--- src/xmodem_receiver_top_macros.svh ---
// Assertion macros shared by the receiver's RTL files.
// Depends on nothing; included by the files that carry assertions.
`ifndef XMODEM_RECEIVER_TOP_MACROS_SVH
`define XMODEM_RECEIVER_TOP_MACROS_SVH
// Implication checked on every clock edge outside reset.
`define XMR_ASSERT_IMP(label, clk, rstn, ante, cons, msg) \
    label: assert property (@(posedge clk) disable iff (!rstn) (ante) |-> (cons)) \
        else $error(msg);
// Next-cycle implication checked outside reset.
`define XMR_ASSERT_NEXT(label, clk, rstn, ante, cons, msg) \
    label: assert property (@(posedge clk) disable iff (!rstn) (ante) |=> (cons)) \
        else $error(msg);
`endif

--- src/xmr_pkg.sv ---
// Package of the XMODEM receiver: payload structs, protocol codes and the CRC step.
// Depends on nothing; used by every module of the receiver.
`default_nettype none
package xmr_pkg;
    localparam int DEST_SIZE     = 4096;
    localparam int ATTEMPT_LIMIT = 16;
    localparam int BLOCK_BYTES   = 128;
    localparam int MAX_RESULTS   = 3;
    localparam int CNT_W         = 2;

    localparam logic [7:0] C_SOH  = 8'h01;
    localparam logic [7:0] C_STX  = 8'h02;
    localparam logic [7:0] C_EOT  = 8'h04;
    localparam logic [7:0] C_ACK  = 8'h06;
    localparam logic [7:0] C_NAK  = 8'h15;
    localparam logic [7:0] C_CAN  = 8'h18;
    localparam logic [7:0] C_POLL = 8'h43;

    localparam logic [1:0] REQ_BYTE  = 2'd0;
    localparam logic [1:0] REQ_TICK  = 2'd1;
    localparam logic [1:0] REQ_START = 2'd2;

    localparam logic [1:0] KIND_TX     = 2'd0;
    localparam logic [1:0] KIND_WRITE  = 2'd1;
    localparam logic [1:0] KIND_FINISH = 2'd2;

    localparam logic [1:0] ST_COMPLETE  = 2'd0;
    localparam logic [1:0] ST_CANCELLED = 2'd1;
    localparam logic [1:0] ST_NORESP    = 2'd2;
    localparam logic [1:0] ST_DUPS      = 2'd3;

    localparam logic [1:0] CFG_TIMEOUT = 2'd0;
    localparam logic [1:0] CFG_RETRANS = 2'd1;
    localparam logic [1:0] CFG_LIMIT   = 2'd2;

    typedef enum logic [1:0] {PH_IDLE, PH_FRAME, PH_CANWAIT} phase_t;
    typedef enum logic [1:0] {PM_C, PM_NAK, PM_NONE} poll_t;

    typedef struct packed {
        logic [1:0] req_type;
        logic [7:0] rx_byte;
    } in_item_t;

    typedef struct packed {
        logic [1:0]  out_kind;
        logic [7:0]  tx_byte;
        logic [11:0] write_addr;
        logic [7:0]  write_byte;
        logic [1:0]  end_status;
        logic [12:0] received_len;
        logic        last;
    } out_item_t;

    typedef struct packed {
        logic [15:0] timeout_ticks;
        logic [7:0]  max_retrans;
        logic [12:0] dest_limit;
    } cfg_t;

    // Results of one step, held until the output side has taken them all.
    typedef struct packed {
        logic [CNT_W-1:0] count;
        out_item_t [MAX_RESULTS-1:0] items;
    } burst_t;

    function automatic logic [15:0] crc_byte(input logic [15:0] crc_in, input logic [7:0] b);
        logic [15:0] c;
        c = crc_in ^ {b, 8'h00};
        for (int i = 0; i < 8; i++) begin
            c = c[15] ? ((c << 1) ^ 16'h1021) : (c << 1);
        end
        return c;
    endfunction
endpackage
`default_nettype wire

--- src/xmodem_receiver_top.sv ---
// XMODEM receiver top level: configuration registers, core and result buffer.
// Depends on xmr_pkg, xmr_core and xmr_out.
//
// Input items (received byte, timer tick or start request) arrive on the s_
// channel; results (bytes to transmit, destination writes, session end) leave
// on the m_ channel, each carrying last on the final result of its item.
// An item is processed in the cycle it is accepted by single-pass logic; its
// up to three results sit in the result buffer from the next cycle and leave
// one per transfer, each as the receiver accepts it with m_ready high.
// Throughput is one item per cycle while items give at most one result and
// the receiver takes every result; an item with k results holds s_ready low
// until k-1 of them have been taken, as the buffer frees only on the last.
// The configuration port writes timeout_ticks, max_retrans and dest_limit at
// indices 0 to 2 on any clock with cfg_we high.
// Reset (aresetn low, synchronous) returns the protocol to idle, clears the
// buffer and reloads the register defaults. A stalled receiver holds results
// in the buffer and back-pressures the input side through s_ready.
`default_nettype none
module xmodem_receiver_top (
    input  wire logic           aclk,
    input  wire logic           aresetn,
    input  wire logic           s_valid,
    output logic                s_ready,
    input  xmr_pkg::in_item_t   s_data,
    output logic                m_valid,
    input  wire logic           m_ready,
    output xmr_pkg::out_item_t  m_data,
    input  wire logic           cfg_we,
    input  wire logic [1:0]     cfg_index,
    input  wire logic [15:0]    cfg_data
);
    xmr_pkg::cfg_t cfg_reg;
    xmr_pkg::burst_t burst;
    logic can_load;
    logic step_en;

    always_ff @(posedge aclk) begin
        if (!aresetn) begin
            cfg_reg.timeout_ticks <= 16'd8000;
            cfg_reg.max_retrans   <= 8'd25;
            cfg_reg.dest_limit    <= 13'd4096;
        end else if (cfg_we) begin
            unique case (cfg_index)
                xmr_pkg::CFG_TIMEOUT: cfg_reg.timeout_ticks <= cfg_data;
                xmr_pkg::CFG_RETRANS: cfg_reg.max_retrans   <= cfg_data[7:0];
                xmr_pkg::CFG_LIMIT:   cfg_reg.dest_limit    <= cfg_data[12:0];
                default: ;
            endcase
        end
    end

    assign s_ready = can_load;
    assign step_en = s_valid && s_ready;

    xmr_core u_core (
        .aclk    (aclk),
        .aresetn (aresetn),
        .step_en (step_en),
        .item    (s_data),
        .cfg     (cfg_reg),
        .burst   (burst)
    );

    xmr_out u_out (
        .aclk     (aclk),
        .aresetn  (aresetn),
        .load     (step_en),
        .burst    (burst),
        .can_load (can_load),
        .m_valid  (m_valid),
        .m_ready  (m_ready),
        .m_data   (m_data)
    );
endmodule
`default_nettype wire

--- src/xmr_core.sv ---
// Protocol engine: one input item in, up to three results out per cycle.
// Depends on xmr_pkg and the assertion macros header.
`default_nettype none
`include "xmodem_receiver_top_macros.svh"
module xmr_core (
    input  wire logic           aclk,
    input  wire logic           aresetn,
    input  wire logic           step_en,
    input  xmr_pkg::in_item_t   item,
    input  xmr_pkg::cfg_t       cfg,
    output xmr_pkg::burst_t     burst
);
    xmr_pkg::phase_t phase_reg, phase_next;
    xmr_pkg::poll_t  poll_reg, poll_next;
    logic        crc_mode_reg, crc_mode_next;
    logic [7:0]  exp_blk_reg, exp_blk_next;
    logic [12:0] clen_reg, clen_next;
    logic [4:0]  att_reg, att_next;
    logic [7:0]  dup_reg, dup_next;
    logic [7:0]  fidx_reg, fidx_next;
    logic [7:0]  first_reg, first_next;
    logic [7:0]  blk_reg, blk_next;
    logic [7:0]  inv_reg, inv_next;
    logic [15:0] crc_reg, crc_next;
    logic [7:0]  sum_reg, sum_next;
    logic [15:0] trl_reg, trl_next;
    logic [15:0] tick_reg, tick_next;

    always_ff @(posedge aclk) begin
        if (!aresetn) begin
            phase_reg <= xmr_pkg::PH_IDLE;
            poll_reg <= xmr_pkg::PM_C;
            crc_mode_reg <= 1'b0;
            exp_blk_reg <= 8'd1;
            clen_reg <= '0;
            att_reg <= '0;
            dup_reg <= 8'd25;
            fidx_reg <= '0;
            first_reg <= '0;
            blk_reg <= '0;
            inv_reg <= '0;
            crc_reg <= '0;
            sum_reg <= '0;
            trl_reg <= '0;
            tick_reg <= '0;
        end else if (step_en) begin
            phase_reg <= phase_next;
            poll_reg <= poll_next;
            crc_mode_reg <= crc_mode_next;
            exp_blk_reg <= exp_blk_next;
            clen_reg <= clen_next;
            att_reg <= att_next;
            dup_reg <= dup_next;
            fidx_reg <= fidx_next;
            first_reg <= first_next;
            blk_reg <= blk_next;
            inv_reg <= inv_next;
            crc_reg <= crc_next;
            sum_reg <= sum_next;
            trl_reg <= trl_next;
            tick_reg <= tick_next;
        end
    end

    always_comb begin
        logic [12:0] lim;
        logic [12:0] cnt;
        logic [12:0] addr;
        logic [7:0]  idx;
        logic [7:0]  b;
        logic [7:0]  goal;
        logic        do_close;
        logic        do_retry;
        logic        ok;
        logic [1:0]  n;
        xmr_pkg::out_item_t r [3];
        logic [1:0]  rk [3];
        logic [7:0]  rt [3];
        logic [11:0] ra [3];
        logic [7:0]  rb [3];
        logic [1:0]  rs [3];

        phase_next = phase_reg; poll_next = poll_reg; crc_mode_next = crc_mode_reg;
        exp_blk_next = exp_blk_reg; clen_next = clen_reg; att_next = att_reg;
        dup_next = dup_reg; fidx_next = fidx_reg; first_next = first_reg;
        blk_next = blk_reg; inv_next = inv_reg; crc_next = crc_reg; sum_next = sum_reg;
        trl_next = trl_reg; tick_next = tick_reg;
        n = '0; do_close = 1'b0; do_retry = 1'b0; ok = 1'b0;
        b = item.rx_byte; idx = fidx_reg; addr = '0; cnt = '0;
        for (int i = 0; i < 3; i++) begin
            rk[i] = '0; rt[i] = '0; ra[i] = '0; rb[i] = '0; rs[i] = '0;
        end
        lim = (cfg.dest_limit < 13'(xmr_pkg::DEST_SIZE)) ? cfg.dest_limit
                                                         : 13'(xmr_pkg::DEST_SIZE);
        goal = 8'(xmr_pkg::BLOCK_BYTES + 4)
             + {7'd0, (crc_mode_reg || poll_reg == xmr_pkg::PM_C)};

        case (item.req_type)
            xmr_pkg::REQ_START: begin
                poll_next = xmr_pkg::PM_C; crc_mode_next = 1'b0; exp_blk_next = 8'd1;
                clen_next = '0; att_next = '0; dup_next = cfg.max_retrans;
                first_next = '0; blk_next = '0; inv_next = '0;
                rk[0] = xmr_pkg::KIND_TX; rt[0] = xmr_pkg::C_POLL; n = 2'd1;
                phase_next = xmr_pkg::PH_FRAME; fidx_next = '0; tick_next = '0;
                crc_next = '0; sum_next = '0; trl_next = '0;
            end
            xmr_pkg::REQ_BYTE: begin
                if (phase_reg == xmr_pkg::PH_FRAME) begin
                    if (idx == 8'd0) first_next = b;
                    else if (idx == 8'd1) blk_next = b;
                    else if (idx == 8'd2) inv_next = b;
                    else if (idx < 8'(3 + xmr_pkg::BLOCK_BYTES)) begin
                        addr = clen_reg + 13'(idx - 8'd3);
                        crc_next = xmr_pkg::crc_byte(crc_reg, b);
                        sum_next = sum_reg + b;
                        if (first_reg == xmr_pkg::C_SOH && addr < lim) begin
                            rk[0] = xmr_pkg::KIND_WRITE; ra[0] = addr[11:0];
                            rb[0] = b; n = 2'd1;
                        end
                    end else begin
                        trl_next = {trl_reg[7:0], b};
                    end
                    if (fidx_reg != 8'hFF) fidx_next = fidx_reg + 8'd1;
                    if ((idx == 8'd0 && (b == xmr_pkg::C_ACK || b == xmr_pkg::C_NAK
                         || b == xmr_pkg::C_CAN || b == xmr_pkg::C_EOT))
                        || fidx_next >= goal) do_close = 1'b1;
                end else if (phase_reg == xmr_pkg::PH_CANWAIT) begin
                    if (b == xmr_pkg::C_CAN) begin
                        phase_next = xmr_pkg::PH_IDLE;
                        rk[0] = xmr_pkg::KIND_FINISH; rt[0] = xmr_pkg::C_ACK;
                        rs[0] = xmr_pkg::ST_CANCELLED; n = 2'd1;
                    end else do_retry = 1'b1;
                end
            end
            xmr_pkg::REQ_TICK: begin
                if (phase_reg != xmr_pkg::PH_IDLE) begin
                    if (tick_reg != 16'hFFFF) tick_next = tick_reg + 16'd1;
                    if (tick_next >= cfg.timeout_ticks) begin
                        if (phase_reg == xmr_pkg::PH_FRAME) do_close = 1'b1;
                        else do_retry = 1'b1;
                    end
                end
            end
            default: ;
        endcase

        // Frame close works on the updated frame fields.
        if (do_close) begin
            if (fidx_next == 8'd0) do_retry = 1'b1;
            else if (first_next == xmr_pkg::C_SOH) begin
                if (poll_reg == xmr_pkg::PM_C) crc_mode_next = 1'b1;
                poll_next = xmr_pkg::PM_NONE;
                ok = fidx_next == goal && blk_next == ~inv_next
                     && (blk_next == exp_blk_reg || blk_next == exp_blk_reg - 8'd1)
                     && (crc_mode_next ? (crc_next == trl_next)
                                       : (sum_next == trl_next[7:0]));
                att_next = '0;
                phase_next = xmr_pkg::PH_FRAME; fidx_next = '0; tick_next = '0;
                crc_next = '0; sum_next = '0; trl_next = '0;
                rk[n] = xmr_pkg::KIND_TX;
                if (!ok) begin
                    rt[n] = xmr_pkg::C_NAK; n = n + 2'd1;
                end else begin
                    logic cancel;
                    cancel = 1'b0;
                    if (blk_next == exp_blk_reg) begin
                        cnt = (lim > clen_reg) ? lim - clen_reg : 13'd0;
                        if (cnt > 13'(xmr_pkg::BLOCK_BYTES)) cnt = 13'(xmr_pkg::BLOCK_BYTES);
                        clen_next = clen_reg + cnt;
                        exp_blk_next = exp_blk_reg + 8'd1;
                        if (cfg.max_retrans == 8'd0) begin
                            dup_next = '0; cancel = 1'b1;
                        end else dup_next = cfg.max_retrans;
                    end else if (dup_reg <= 8'd1) begin
                        dup_next = '0; cancel = 1'b1;
                    end else dup_next = dup_reg - 8'd1;
                    if (cancel) begin
                        phase_next = xmr_pkg::PH_IDLE;
                        rt[0] = xmr_pkg::C_CAN; rk[0] = xmr_pkg::KIND_TX;
                        rt[1] = xmr_pkg::C_CAN; rk[1] = xmr_pkg::KIND_TX;
                        rt[2] = xmr_pkg::C_CAN; rk[2] = xmr_pkg::KIND_FINISH;
                        rs[2] = xmr_pkg::ST_DUPS;
                        n = 2'd3;
                    end else begin
                        rt[n] = xmr_pkg::C_ACK; n = n + 2'd1;
                    end
                end
            end else if (first_next == xmr_pkg::C_STX || first_next == xmr_pkg::C_EOT) begin
                phase_next = xmr_pkg::PH_IDLE;
                rk[n] = xmr_pkg::KIND_FINISH;
                rt[n] = (first_next == xmr_pkg::C_STX) ? xmr_pkg::C_CAN : xmr_pkg::C_ACK;
                rs[n] = (first_next == xmr_pkg::C_STX) ? xmr_pkg::ST_CANCELLED
                                                       : xmr_pkg::ST_COMPLETE;
                n = n + 2'd1;
            end else if (first_next == xmr_pkg::C_CAN) begin
                phase_next = xmr_pkg::PH_CANWAIT; tick_next = '0;
            end else do_retry = 1'b1;
        end

        if (do_retry) begin
            att_next = att_reg + 5'd1;
            phase_next = xmr_pkg::PH_FRAME; fidx_next = '0; tick_next = '0;
            crc_next = '0; sum_next = '0; trl_next = '0;
            if (att_next < 5'(xmr_pkg::ATTEMPT_LIMIT)) begin
                if (poll_reg != xmr_pkg::PM_NONE) begin
                    rk[n] = xmr_pkg::KIND_TX;
                    rt[n] = (poll_reg == xmr_pkg::PM_C) ? xmr_pkg::C_POLL : xmr_pkg::C_NAK;
                    n = n + 2'd1;
                end
            end else if (poll_reg == xmr_pkg::PM_C) begin
                poll_next = xmr_pkg::PM_NAK; att_next = '0;
                rk[n] = xmr_pkg::KIND_TX; rt[n] = xmr_pkg::C_NAK; n = n + 2'd1;
            end else begin
                phase_next = xmr_pkg::PH_IDLE;
                rk[0] = xmr_pkg::KIND_TX; rt[0] = xmr_pkg::C_CAN;
                rk[1] = xmr_pkg::KIND_TX; rt[1] = xmr_pkg::C_CAN;
                rk[2] = xmr_pkg::KIND_FINISH; rt[2] = xmr_pkg::C_CAN;
                rs[2] = xmr_pkg::ST_NORESP; n = 2'd3;
            end
        end

        for (int i = 0; i < 3; i++) begin
            r[i].out_kind = rk[i]; r[i].tx_byte = rt[i]; r[i].write_addr = ra[i];
            r[i].write_byte = rb[i]; r[i].end_status = rs[i];
            r[i].received_len = clen_next;
            r[i].last = (2'(i + 1) == n);
            burst.items[i] = r[i];
        end
        burst.count = n;
    end

    `XMR_ASSERT_NEXT(a_idle_holds, aclk, aresetn,
        step_en && item.req_type != xmr_pkg::REQ_START && phase_reg == xmr_pkg::PH_IDLE,
        phase_reg == xmr_pkg::PH_IDLE, "idle phase left without a start request")
    `XMR_ASSERT_IMP(a_len_bound, aclk, aresetn, 1'b1,
        clen_reg <= 13'(xmr_pkg::DEST_SIZE), "committed length beyond destination size")
    `XMR_ASSERT_IMP(a_att_bound, aclk, aresetn, 1'b1,
        att_reg <= 5'(xmr_pkg::ATTEMPT_LIMIT), "attempt counter beyond limit")
endmodule
`default_nettype wire

--- src/xmr_out.sv ---
// Result buffer: holds one step's burst and hands its items out one per transfer.
// Depends on xmr_pkg and the assertion macros header.
`default_nettype none
`include "xmodem_receiver_top_macros.svh"
module xmr_out (
    input  wire logic        aclk,
    input  wire logic        aresetn,
    input  wire logic        load,
    input  xmr_pkg::burst_t  burst,
    output logic             can_load,
    output logic             m_valid,
    input  wire logic        m_ready,
    output xmr_pkg::out_item_t m_data
);
    xmr_pkg::burst_t buf_reg;
    logic [xmr_pkg::CNT_W-1:0] pos_reg, pos_next;
    logic [xmr_pkg::CNT_W-1:0] cnt_reg, cnt_next;
    logic done;

    assign m_valid = cnt_reg != '0;
    assign m_data  = buf_reg.items[pos_reg];
    // The final item leaving frees the buffer in the same cycle.
    assign done     = m_valid && m_ready && (pos_reg + 2'd1 == cnt_reg);
    assign can_load = !m_valid || done;

    always_comb begin
        pos_next = pos_reg;
        cnt_next = cnt_reg;
        if (m_valid && m_ready) pos_next = pos_reg + 2'd1;
        if (done) begin
            cnt_next = '0; pos_next = '0;
        end
        if (load && can_load) begin
            cnt_next = burst.count; pos_next = '0;
        end
    end

    always_ff @(posedge aclk) begin
        if (!aresetn) begin
            pos_reg <= '0;
            cnt_reg <= '0;
        end else begin
            pos_reg <= pos_next;
            cnt_reg <= cnt_next;
        end
        if (load && can_load) buf_reg <= burst;
    end

    `XMR_ASSERT_IMP(a_pos_in_range, aclk, aresetn, m_valid, pos_reg < cnt_reg,
        "read position beyond burst")
    `XMR_ASSERT_IMP(a_last_flag, aclk, aresetn, m_valid,
        m_data.last == (pos_reg + 2'd1 == cnt_reg), "last flag out of place")
    `XMR_ASSERT_NEXT(a_hold_result, aclk, aresetn, m_valid && !m_ready,
        m_valid && $stable(m_data), "waiting result changed before its transfer")
endmodule
`default_nettype wire
--- config.mk ---
export PLATFORM = sky130hd
export DESIGN_NAME = xmodem_receiver_top
export DESIGN_NICKNAME = d
export VERILOG_FILES = /design/src/xmr_pkg.sv /design/src/xmodem_receiver_top.sv /design/src/xmr_core.sv /design/src/xmr_out.sv
export VERILOG_INCLUDE_DIRS = /design/src /design/src/src
export SDC_FILE = /design/constraint.sdc
export NUM_CORES = 1
export LEC_CHECK = 0
export BUFFER_PORTS_ARGS = -buffer_cell sky130_fd_sc_hd__buf_2
export CORE_AREA = 2 2 121 241
export CTS_CLUSTER_SIZE = 28
export DETAILED_ROUTE_END_ITERATION = 6
export DIE_AREA = 0 0 123 243
export HOLD_SLACK_MARGIN = 0.03
export PLACE_DENSITY = 0.82
export SLEW_MARGIN = 20
export SYNTH_ARGS = -nofsm -noshare
export SYNTH_HDL_FRONTEND = slang
export SYNTH_SLANG_ARGS = --single-unit
--- constraint.sdc ---
create_clock -name aclk -period 6.11 [get_ports aclk]
set_input_delay 0.611 -clock aclk [delete_from_list [all_inputs] [get_ports aclk]]
set_output_delay 0.611 -clock aclk [all_outputs]
set_load 0.05 [all_outputs]
==> results of run 1 <==
## metal layers
| metal | GRT usage, % | vias to the layer above |
|---|---|---|
| met5 | 0 | - |
| met1 | 31.72 | 7170 |
| li1 | - | 7097 |
| met4 | 31.42 | 0 |
| met2 | 60.76 | 720 |
| met3 | 6.039 | 308 |
## cell usage in the layout, fill, tap and decap left out, drive strengths merged, types with 10 or more instances in the layout
cell and instances:
inv 110, dfxtp 168, a21o 13, nand2b 23, ha 92, nor3 54
a21oi 130, o211ai 31, nand3 54, buf 152, mux2i 38, o21ai 125
xnor2 70, and3 31, nor4 19, edfxtp 60, o31ai 10, and2 67
a22oi 27, a31oi 29, nor2 138, nand2 217, a32o 16, nor2b 16
a22o 29, o2bb2ai 11, a211oi 17, clkbuf 26, o21bai 10, xor2 44
nand4 20
## worst max-delay path: stages, from the launching register on
cell	delay [ps]
dfxtp_1	390
or4_4	660
o21ai_0	180
o21ai_0	130
ha_1	350
inv_1	80
o21bai_1	100
a21oi_2	180
o21bai_1	80
a21o_1	210
a21o_1	200
a21oi_1	180
xnor2_1	100
ha_1	300
nand4_1	180
o2111a_1	290
nand3_1	120
a21oi_2	70
nor3_2	200
inv_1	90
ha_1	280
o22a_1	200
and2_4	200
inv_1	80
ha_1	270
a21oi_1	110
nor2_2	160
o31ai_1	90
## kinds of logic (layout without fill, tap and decap cells)
family	count (synthesis)	in the layout	share of synthesized area, %
mux	47	47	3.043
xor+xnor	115	115	6.450
other cells	1	6	0.02369
buf+inv	225	300	5.699
simple gates	699	699	21.86
flops	228	228	32.63
compound gates	526	526	22.51
fa+ha+maj	96	96	7.778
## stage by stage
stage | hold slack [ps] | std cells | util [%]
2_1_floorplan | 416.8 | 1942 | -
3_5_place_dp | 445.0 | 2330 | 59.58
4_1_cts | 334.4 | 2368 | 62.14
6_report | 332.8 | 2373 | 62.71
3_3_place_gp | 426.5 | 2330 | 59.58
5_1_grt | 334.8 | 2373 | 62.71
## what timing repair did
item                       in CTS  in global routing
pin swaps                       0                 10
hold endpoints to repair        0                  0
hold buffers                    0                  0
setup endpoints to repair       5                 65
resized for setup               2                 39
setup buffers                   0                  5
## final cells by class
class / instances / area (um2) / area share, %
repair buffers: 152 / 958.4 / 5.442
clock buffers: 26 / 564.3 / 3.204
inverters: 110 / 414.1 / 2.352
multi-input cells: 1489 / 9907 / 56.26
clock inverters: 12 / 147.6 / 0.8384
well taps: 356 / 445.4 / 2.529
flip-flops and latches: 228 / 5174 / 29.38
## worst max path at each step
stage | startpoint | end | cells after the start
2_1_floorplan | u_core.fidx_reg[0] | u_out.buf_reg[46] | 28
3_3_place_gp | u_core.fidx_reg[1] | u_out.buf_reg[91] | 28
3_5_place_dp | u_core.fidx_reg[1] | u_out.buf_reg[91] | 28
4_1_cts | u_core.fidx_reg[1] | u_out.buf_reg[91] | 28
5_1_grt | u_core.fidx_reg[1] | u_out.buf_reg[91] | 28
6_report | u_core.fidx_reg[3] | u_out.buf_reg[42] | 27
## power groups by stage
| stage | Sequential (mW) | Clock [mW] | Combinational (mW) |
|---|---|---|---|
| 4_1_cts | 1.59 | 1.42 | 0.334 |
| 2_1_floorplan | 1.62 | 0 | 0.228 |
| 3_5_place_dp | 1.62 | 0 | 0.331 |
| 5_1_grt | 1.59 | 1.48 | 0.368 |
| 6_report | 1.59 | 1.42 | 0.346 |
| 3_3_place_gp | 1.62 | 0 | 0.327 |
==> out/qor.txt, run 1 <==
status = finished clean
M1 WL = 16.72 mm
HPWL after detailed placement = 38.68 mm
CP required = 6400 ps
final worst path period need = 5740 ps
switching share of power = 26.60%
GRT Util Overall = 34.15%
WL met2 = 26.14 mm
R2R Path End = u_out.buf_reg[42]
max FFs per register = 60
Ys Warns = 0
vias in the first global route = 15290
R2R depth = 27
clk_lat worst skew = 560 ps
crit path max fanout = 12
Fillers = 2429
Pwr Total = 3.356 mW
Routed Antenna Nets = 0
EDFF count, synth = 60
fin crit share = 93.94%
Setup CP Type = flop to flop
Die Wd = 123 um
total grt overflow = 0
Post-synth top cells = nand2_1 (217), dfxtp_1 (168), nor2_1 (136)
largest cells by area after synthesis = dfxtp_1 (21%), edfxtp_1 (11%), ha_1 (7.3%), nand2_1 (5.1%), a21oi_1 (4.1%)
IO Port Bufs = 78
final setup margin = 370.0 ps
sequential power share = 47.4%
DRT iter0 DRCs = 1021
Seq/Total Area, Yosys = 32.63%
CTS tree = done
peak supply drop = 232.5 uV
cell taking the most area after synthesis = dfxtp_1
Synth-to-Final Area Change = 11.26%
WL per Instance = 21.54 um
clk buf depth = 3
CP Capture Type = flop
count leader, synth = nand2_1
DR pass1 iterations = 6
metal3 WL = 2.932 mm
Ant. Diodes = 0
worst hold path type = input pin to flop
Clock Pin Slew Worst Setup and Hold Paths = 70 ps
launching point of the worst reg2reg path = u_core.fidx_reg[3]
initial antenna violation count = 0
Hold Path Sink = cfg_reg[30]
# Max-Cap Violations = 0
final wirelength = 51.11 mm
final hold violations = 0
Critical Path AT = 6030 ps
Post-Synthesis Cells = 1937
Psw = 0.8924 mW
H-tree depth reported by CTS = 1
clk sink count = 228
Slew Viols, Final = 0
die area = 29890 um2
Final setup viols = 0
Yosys top cell area share = 21.25%
Layout Skew = 29.80 ps
Worst setup SP type = flop
r2r setup slk = 370 ps
largest net degree at the start of global routing = 69
cell-internal power = 2.463 mW
Clk pwr share = 42.3%
Num CTS Buffers = 21
Distinct cells, synth = 91
Starting Density = 56.36%
hold path startpoint = cfg_data[9]
ys async rst share = 0%
Slew @ Worst Pin = 1100 ps
Die Span Y = 243 um
# DRC = 0
via count = 15300
IO Pins = 81
static leakage = 7.079 nW
row count = 87
Root Driver = clkbuf_16
core area = 28080 um2
ys flop type = dfxtp_1
Synth Area per Inst = 8.172 um2
fin nets = 2131
register bit count reported by yosys = 228
post-placement cell area = 16730 um2
Combinational Power Share = 10.3%
post-route cell area = 17610 um2
final setup TNS = 0 ps
Mapped Area = 15830 um2
maximum clock rate = 174.2 MHz
first-pass GRT wire length = 79.40 mm
power per cell area = 190.5 nW/um2
Top Metal Used = met4
routability cong. = 1.020
layout cells sized above 1 = 12.84%
Slew HR = 26.32%
pre-CTS setup slack = -29.56 ps
DR vias/cell = 6.445
hold depth = 3
No activity file was read; power rests on OpenSTA's default activity.
==> run 2: changes to the inputs <==
--- a/config.mk
+++ b/config.mk
@@ -7,12 +7,13 @@
 export NUM_CORES = 1
 export LEC_CHECK = 0
 export BUFFER_PORTS_ARGS = -buffer_cell sky130_fd_sc_hd__buf_2
-export CORE_AREA = 2 2 121 241
+export CORE_AREA = 2 2 118 235
 export CTS_CLUSTER_SIZE = 28
 export DETAILED_ROUTE_END_ITERATION = 6
-export DIE_AREA = 0 0 123 243
+export DIE_AREA = 0 0 120 237
 export HOLD_SLACK_MARGIN = 0.03
-export PLACE_DENSITY = 0.82
+export MAX_ROUTING_LAYER = met4
+export PLACE_DENSITY = 0.83
 export SLEW_MARGIN = 20
 export SYNTH_ARGS = -nofsm -noshare
 export SYNTH_HDL_FRONTEND = slang
==> constraint.sdc (replaced) <==
create_clock -name aclk -period 7.1 [get_ports aclk]
set_input_delay 0.71 -clock aclk [delete_from_list [all_inputs] [get_ports aclk]]
set_output_delay 0.71 -clock aclk [all_outputs]
set_load 0.05 [all_outputs]
==> run 2 against run 1 <==
Power shrank 17%; maximum frequency down 12%; utilization grew 1.2 points; design area fell by 3.1%; sequential share of layout area increased by 0.91 points; sequential power is 14% lower; flip-flop and latch count stayed put; global-route usage decreased by 1.9 points; via count fell by 3.6%; clock-buffer cell count decreased by 3; wire length down 11%; critical endpoint is now u_out.buf_reg[13]; highest routed layer unchanged.
==> out/qor.txt, run 2 (synthesis gave the netlist of run 1 again) <==
fin crit share = 91.73%
routability cong. = 0.9895
# DRC = 0
# Max-Cap Violations = 0
DR vias/cell = 6.368
CTS tree = done
core area = 26690 um2
Num CTS Buffers = 21
Clock Pin Slew Worst Setup and Hold Paths = 70 ps
WL per Instance = 19.58 um
final setup margin = 586.9 ps
final wirelength = 45.35 mm
IO Pins = 81
Die Span Y = 237 um
first-pass GRT wire length = 72.02 mm
Clk pwr share = 41.0%
Starting Density = 59.30%
worst hold path type = input pin to flop
Combinational Power Share = 10.0%
Post-CTS Hold Buffers = 0
clk_lat worst skew = 530 ps
DR pass1 iterations = 6
Setup CP Type = flop to flop
Slew @ Worst Pin = 999.2 ps
Root Driver = clkbuf_16
vias in the first global route = 13670
Ant. Diodes = 0
most common library cell in the layout ignoring fill and taps = nand2_1
Slew Viols, Final = 0
CP required = 7370 ps
postcts setup bufs = 0
total grt overflow = 0
largest net degree at the start of global routing = 74
status = finished clean
static leakage = 6.780 nW
most frequent cells in the layout = nand2_1 (217), dfxtp_1 (167), nor2_1 (135), a21oi_1 (130), o21ai_0 (116)
Die Wd = 120 um
crit path max fanout = 14
final worst path period need = 6513 ps
via count = 14750
final setup TNS = 0 ps
final core occ = 63.90%
Synth-to-Final Area Change = 7.762%
maximum clock rate = 153.5 MHz
unrepaired setup endpoints after global routing = no
Critical Path AT = 6790 ps
switching share of power = 26.42%
HPWL after detailed placement = 33.40 mm
power per cell area = 163.9 nW/um2
H-tree depth reported by CTS = 1
Routed Antenna Nets = 0
initial antenna violation count = 0
Psw = 0.7387 mW
max FFs per register = 60
fin nets = 2082
die area = 28440 um2
DRT iter0 DRCs = 1293
Crit-path slowest cell = fa_1
CP Capture Type = flop
row count = 85
layout cells sized above 1 = 9.248%
pre-CTS setup slack = 598.7 ps
cell-internal power = 2.057 mW
Slew HR = 33.07%
CP peak stage delay = 450 ps
final hold violations = 0
IO Port Bufs = 78
Layout Skew = 9.951 ps
Worst path most repeated cell = a21oi_1
Fillers = 2270
post-CTS resize count = 0
clk buf depth = 3
peak supply drop = 200.6 uV
Worst setup SP type = flop
Final setup viols = 0
sequential power share = 49.0%
clk sink count = 228
GRT Util Overall = 32.26%
==> run 2: final timing paths <==
kind / start / endpoint / slack, ps / depth (start not counted)
setup / recovery: cfg_reg[12] / u_out.buf_reg[13] / 590 / 30
setup reg to reg: cfg_reg[12] / u_out.buf_reg[13] / 590 / 30
hold reg to reg: cfg_reg[23] / cfg_reg[23] / 460 / 2
hold / removal: cfg_data[13] / cfg_reg[34] / 420 / 3
==> run 2: final cells by class <==
type	instances	area, um2	share of cell area [%]
Multi-Input combinational cell	1489	9791	57.40
Sequential cell	228	5166	30.29
Timing Repair Buffer	103	578.1	3.389
Clock buffer	23	533.0	3.125
Tap cell	348	435.4	2.553
Inverter	110	412.9	2.421
Clock inverter	15	141.4	0.8289
==> run 2: per-layer routing <==
layer / vias up / GRT usage, % / wire (um)
met2: 803 / 52.29 / 21690
met3: 182 / 2.962 / 3347
li1: 7004 / - / -
met1: 6759 / 39.63 / 17590
met5: - / - / 0
met4: 0 / 16.97 / 2720
==> run 2: power groups by stage <==
stage / Sequential (mW) / Combinational [mW] / Clock (mW)
6_report: 1.37 / 0.280 / 1.15
2_1_floorplan: 1.39 / 0.197 / 0
4_1_cts: 1.37 / 0.275 / 1.16
3_3_place_gp: 1.40 / 0.272 / 0
3_5_place_dp: 1.40 / 0.274 / 0
5_1_grt: 1.37 / 0.298 / 1.20
==> run 2: critical path, delay by kind of cell (launching register included) <==
family	cells	cell delay [ps]
fa+ha+maj	4	1250
flops	1	350
mux	2	440
buf+inv	3	330
simple gates	3	510
compound gates	18	3380
==> run 2: stage by stage <==
stage | power (mW) | std cells | hold slack [ps] | area [um2]
finish | 2.796 | 2316 | 417.1 | 17060
global route | 2.871 | 2316 | 431.9 | 17060
CTS | 2.799 | 2316 | 414.7 | 17050
detailed placement | 1.672 | 2278 | 439.6 | 16380
global placement | 1.669 | 2278 | 427.8 | 16380
floorplan | 1.590 | 1942 | 416.8 | 15850
==> run 3: changes to the inputs <==
--- a/config.mk
+++ b/config.mk
@@ -7,13 +7,15 @@
 export NUM_CORES = 1
 export LEC_CHECK = 0
 export BUFFER_PORTS_ARGS = -buffer_cell sky130_fd_sc_hd__buf_2
-export CORE_AREA = 2 2 118 235
+export CELL_PAD_IN_SITES_DETAIL_PLACEMENT = 1
+export CELL_PAD_IN_SITES_GLOBAL_PLACEMENT = 1
+export CORE_AREA = 2 2 128 255
 export CTS_CLUSTER_SIZE = 28
 export DETAILED_ROUTE_END_ITERATION = 6
-export DIE_AREA = 0 0 120 237
+export DIE_AREA = 0 0 130 257
 export HOLD_SLACK_MARGIN = 0.03
 export MAX_ROUTING_LAYER = met4
-export PLACE_DENSITY = 0.83
+export PLACE_DENSITY = 0.9
 export SLEW_MARGIN = 20
 export SYNTH_ARGS = -nofsm -noshare
 export SYNTH_HDL_FRONTEND = slang
==> run 3 against run 2 <==
Clock-buffer cell count grew 5; clock power grew 19%; power grew 8.8%; first-iteration DRC count shrank 30%; via count grew 5.3%; global-route usage grew 3.3 points; final cell count grew 3.8%; worst hold slack gained 12 ps; critical path type unchanged; largest power group unchanged; highest routed layer unchanged.
==> out/qor.txt, run 3 (synthesis gave the netlist of run 1 again) <==
# DRC = 0
Worst setup SP type = flop
routability cong. = 0.9859
Slew @ Worst Pin = 1075 ps
die area = 33410 um2
Critical Path AT = 6940 ps
sequential power share = 45.0%
Psw = 0.8069 mW
CP Capture Type = flop
R2R Path End = u_out.buf_reg[42]
hold depth = 3
largest net degree at the start of global routing = 69
CP required = 7370 ps
IO Port Bufs = 78
postcts setup bufs = 0
Die Wd = 130 um
Combinational Power Share = 9.8%
Routed Antenna Nets = 0
DR pass1 iterations = 5
initial antenna violation count = 1
DRT iter0 DRCs = 905
peak supply drop = 200.2 uV
static leakage = 6.880 nW
most common library cell in the layout ignoring fill and taps = nand2_1
R2R depth = 28
Crit-path slowest cell = dfxtp_1
Clock Pin Slew Worst Setup and Hold Paths = 70 ps
core area = 31430 um2
most frequent cells in the layout = nand2_1 (217), dfxtp_1 (167), nor2_1 (136), a21oi_1 (129), o21ai_0 (114)
max FFs per register = 60
IO Pins = 81
Setup CP Type = flop to flop
Post-CTS Hold Buffers = 0
power per cell area = 175.2 nW/um2
Root Driver = clkbuf_16
CTS tree = done
vias in the first global route = 16770
worst hold path type = input pin to flop
final wirelength = 57.82 mm
first-pass GRT wire length = 89.80 mm
final worst path period need = 6668 ps
switching share of power = 26.52%
post-CTS resize count = 0
Layout Cells excl Fill = 2403
crit path max fanout = 10
Pwr Total = 3.042 mW
H-tree depth reported by CTS = 1
total grt overflow = 0
Hold Path Sink = cfg_reg[11]
via count = 15530
HPWL after detailed placement = 43.53 mm
WL per Instance = 24.06 um
# Max-Cap Violations = 0
final setup TNS = 0 ps
clk_lat worst skew = 550 ps
r2r setup slk = 430 ps
Clk pwr share = 45.2%
Num CTS Buffers = 24
maximum clock rate = 150.0 MHz
fin nets = 2090
hold path startpoint = cfg_data[11]
Starting Density = 50.37%
cell-internal power = 2.235 mW
Layout Skew = 18.27 ps
buffers plus inverters on the worst setup path = 2
layout cells sized above 1 = 9.702%
status = finished clean
clk sink count = 228
placed cells = 2358
unrepaired setup endpoints after global routing = no
clk buf depth = 3
Final setup viols = 0
row count = 92
Slew Viols, Final = 0
fin crit share = 93.91%
Crit path max-delay family = compound AO/OA/AOI/OAI gates
Synth-to-Final Area Change = 9.707%
final hold violations = 0
DR vias/cell = 6.462
Slew HR = 27.64%
Die Span Y = 257 um
CP peak stage delay = 520 ps
GRT Util Overall = 35.60%
launching point of the worst reg2reg path = u_core.fidx_reg[1]
## run 3: cell count changes in the layout (fill, tap and decap cells not counted), moves of 2 or more
cell | previous run | this run
o21ai_1 | 8 | 10
buf_4 | 25 | 30
bufinv_16 | 2 | 4
inv_6 | 3 | 1
o21ai_0 | 116 | 114
clkinvlp_4 | 2 | 4
clkbuf_16 | 21 | 25
## run 3: metrics by stage
stage | util (%) | setup WS (ps) | instance area (um2) | hold slack [ps]
after floorplan | - | 1309 | 15850 | 416.8
after global placement | 52.54 | 883.4 | 16510 | 425.1
after detailed placement | 52.54 | 524.0 | 16510 | 437.2
after CTS | 55.22 | 424.9 | 17350 | 421.1
after global routing | 55.26 | 26.85 | 17370 | 442.2
final | 55.26 | 432.2 | 17370 | 429.2
## run 3: worst max path at each step
| stage | from | end | slack, ps | cells after the start |
|---|---|---|---|---|
| finish | u_core.fidx_reg[1] | u_out.buf_reg[42] | 430 | 28 |
| floorplan | u_core.fidx_reg[0] | u_out.buf_reg[46] | 1310 | 28 |
| global placement | u_core.fidx_reg[0] | u_out.buf_reg[91] | 880 | 28 |
| CTS | u_core.fidx_reg[0] | u_out.buf_reg[91] | 420 | 30 |
| detailed placement | u_core.fidx_reg[0] | u_out.buf_reg[91] | 520 | 30 |
| global route | cfg_reg[12] | u_out.buf_reg[13] | 30 | 30 |
## run 3: cell type report
cell class	instances	area (um2)
repair buffers	108	615.6
diodes	1	2.502
multi-input cells	1489	9798
clock inverters	16	192.7
inverters	110	414.1
well taps	423	529.3
clock buffers	28	646.9
fillers	3868	14060
flip-flops and latches	228	5166
## run 3: per-layer routing
| layer | track usage, % | part of all wire [%] | up-vias |
|---|---|---|---|
| met4 | 28.85 | 9.6 | 0 |
| met5 | - | 0 | - |
| met2 | 63.83 | 53 | 548 |
| met3 | 5.780 | 4.5 | 319 |
| met1 | 31.92 | 33 | 7642 |
| li1 | - | - | 7019 |
## run 3: power by group through the flow
| stage | clock network [mW] | logic [mW] | registers, mW |
|---|---|---|---|
| after floorplan | 0 | 0.197 | 1.39 |
| after global placement | 0 | 0.279 | 1.40 |
| after detailed placement | 0 | 0.289 | 1.40 |
| after CTS | 1.38 | 0.293 | 1.37 |
| after global routing | 1.43 | 0.316 | 1.37 |
| final | 1.37 | 0.297 | 1.37 |
## run 3: worst register-to-register path, delay by kind of cell (launching register included)
kind / cells / cell delay (ps)
flops: 1 / 520
fa+ha+maj: 5 / 1490
simple gates: 5 / 1050
compound gates: 14 / 2700
xor+xnor: 2 / 310
buf+inv: 2 / 310
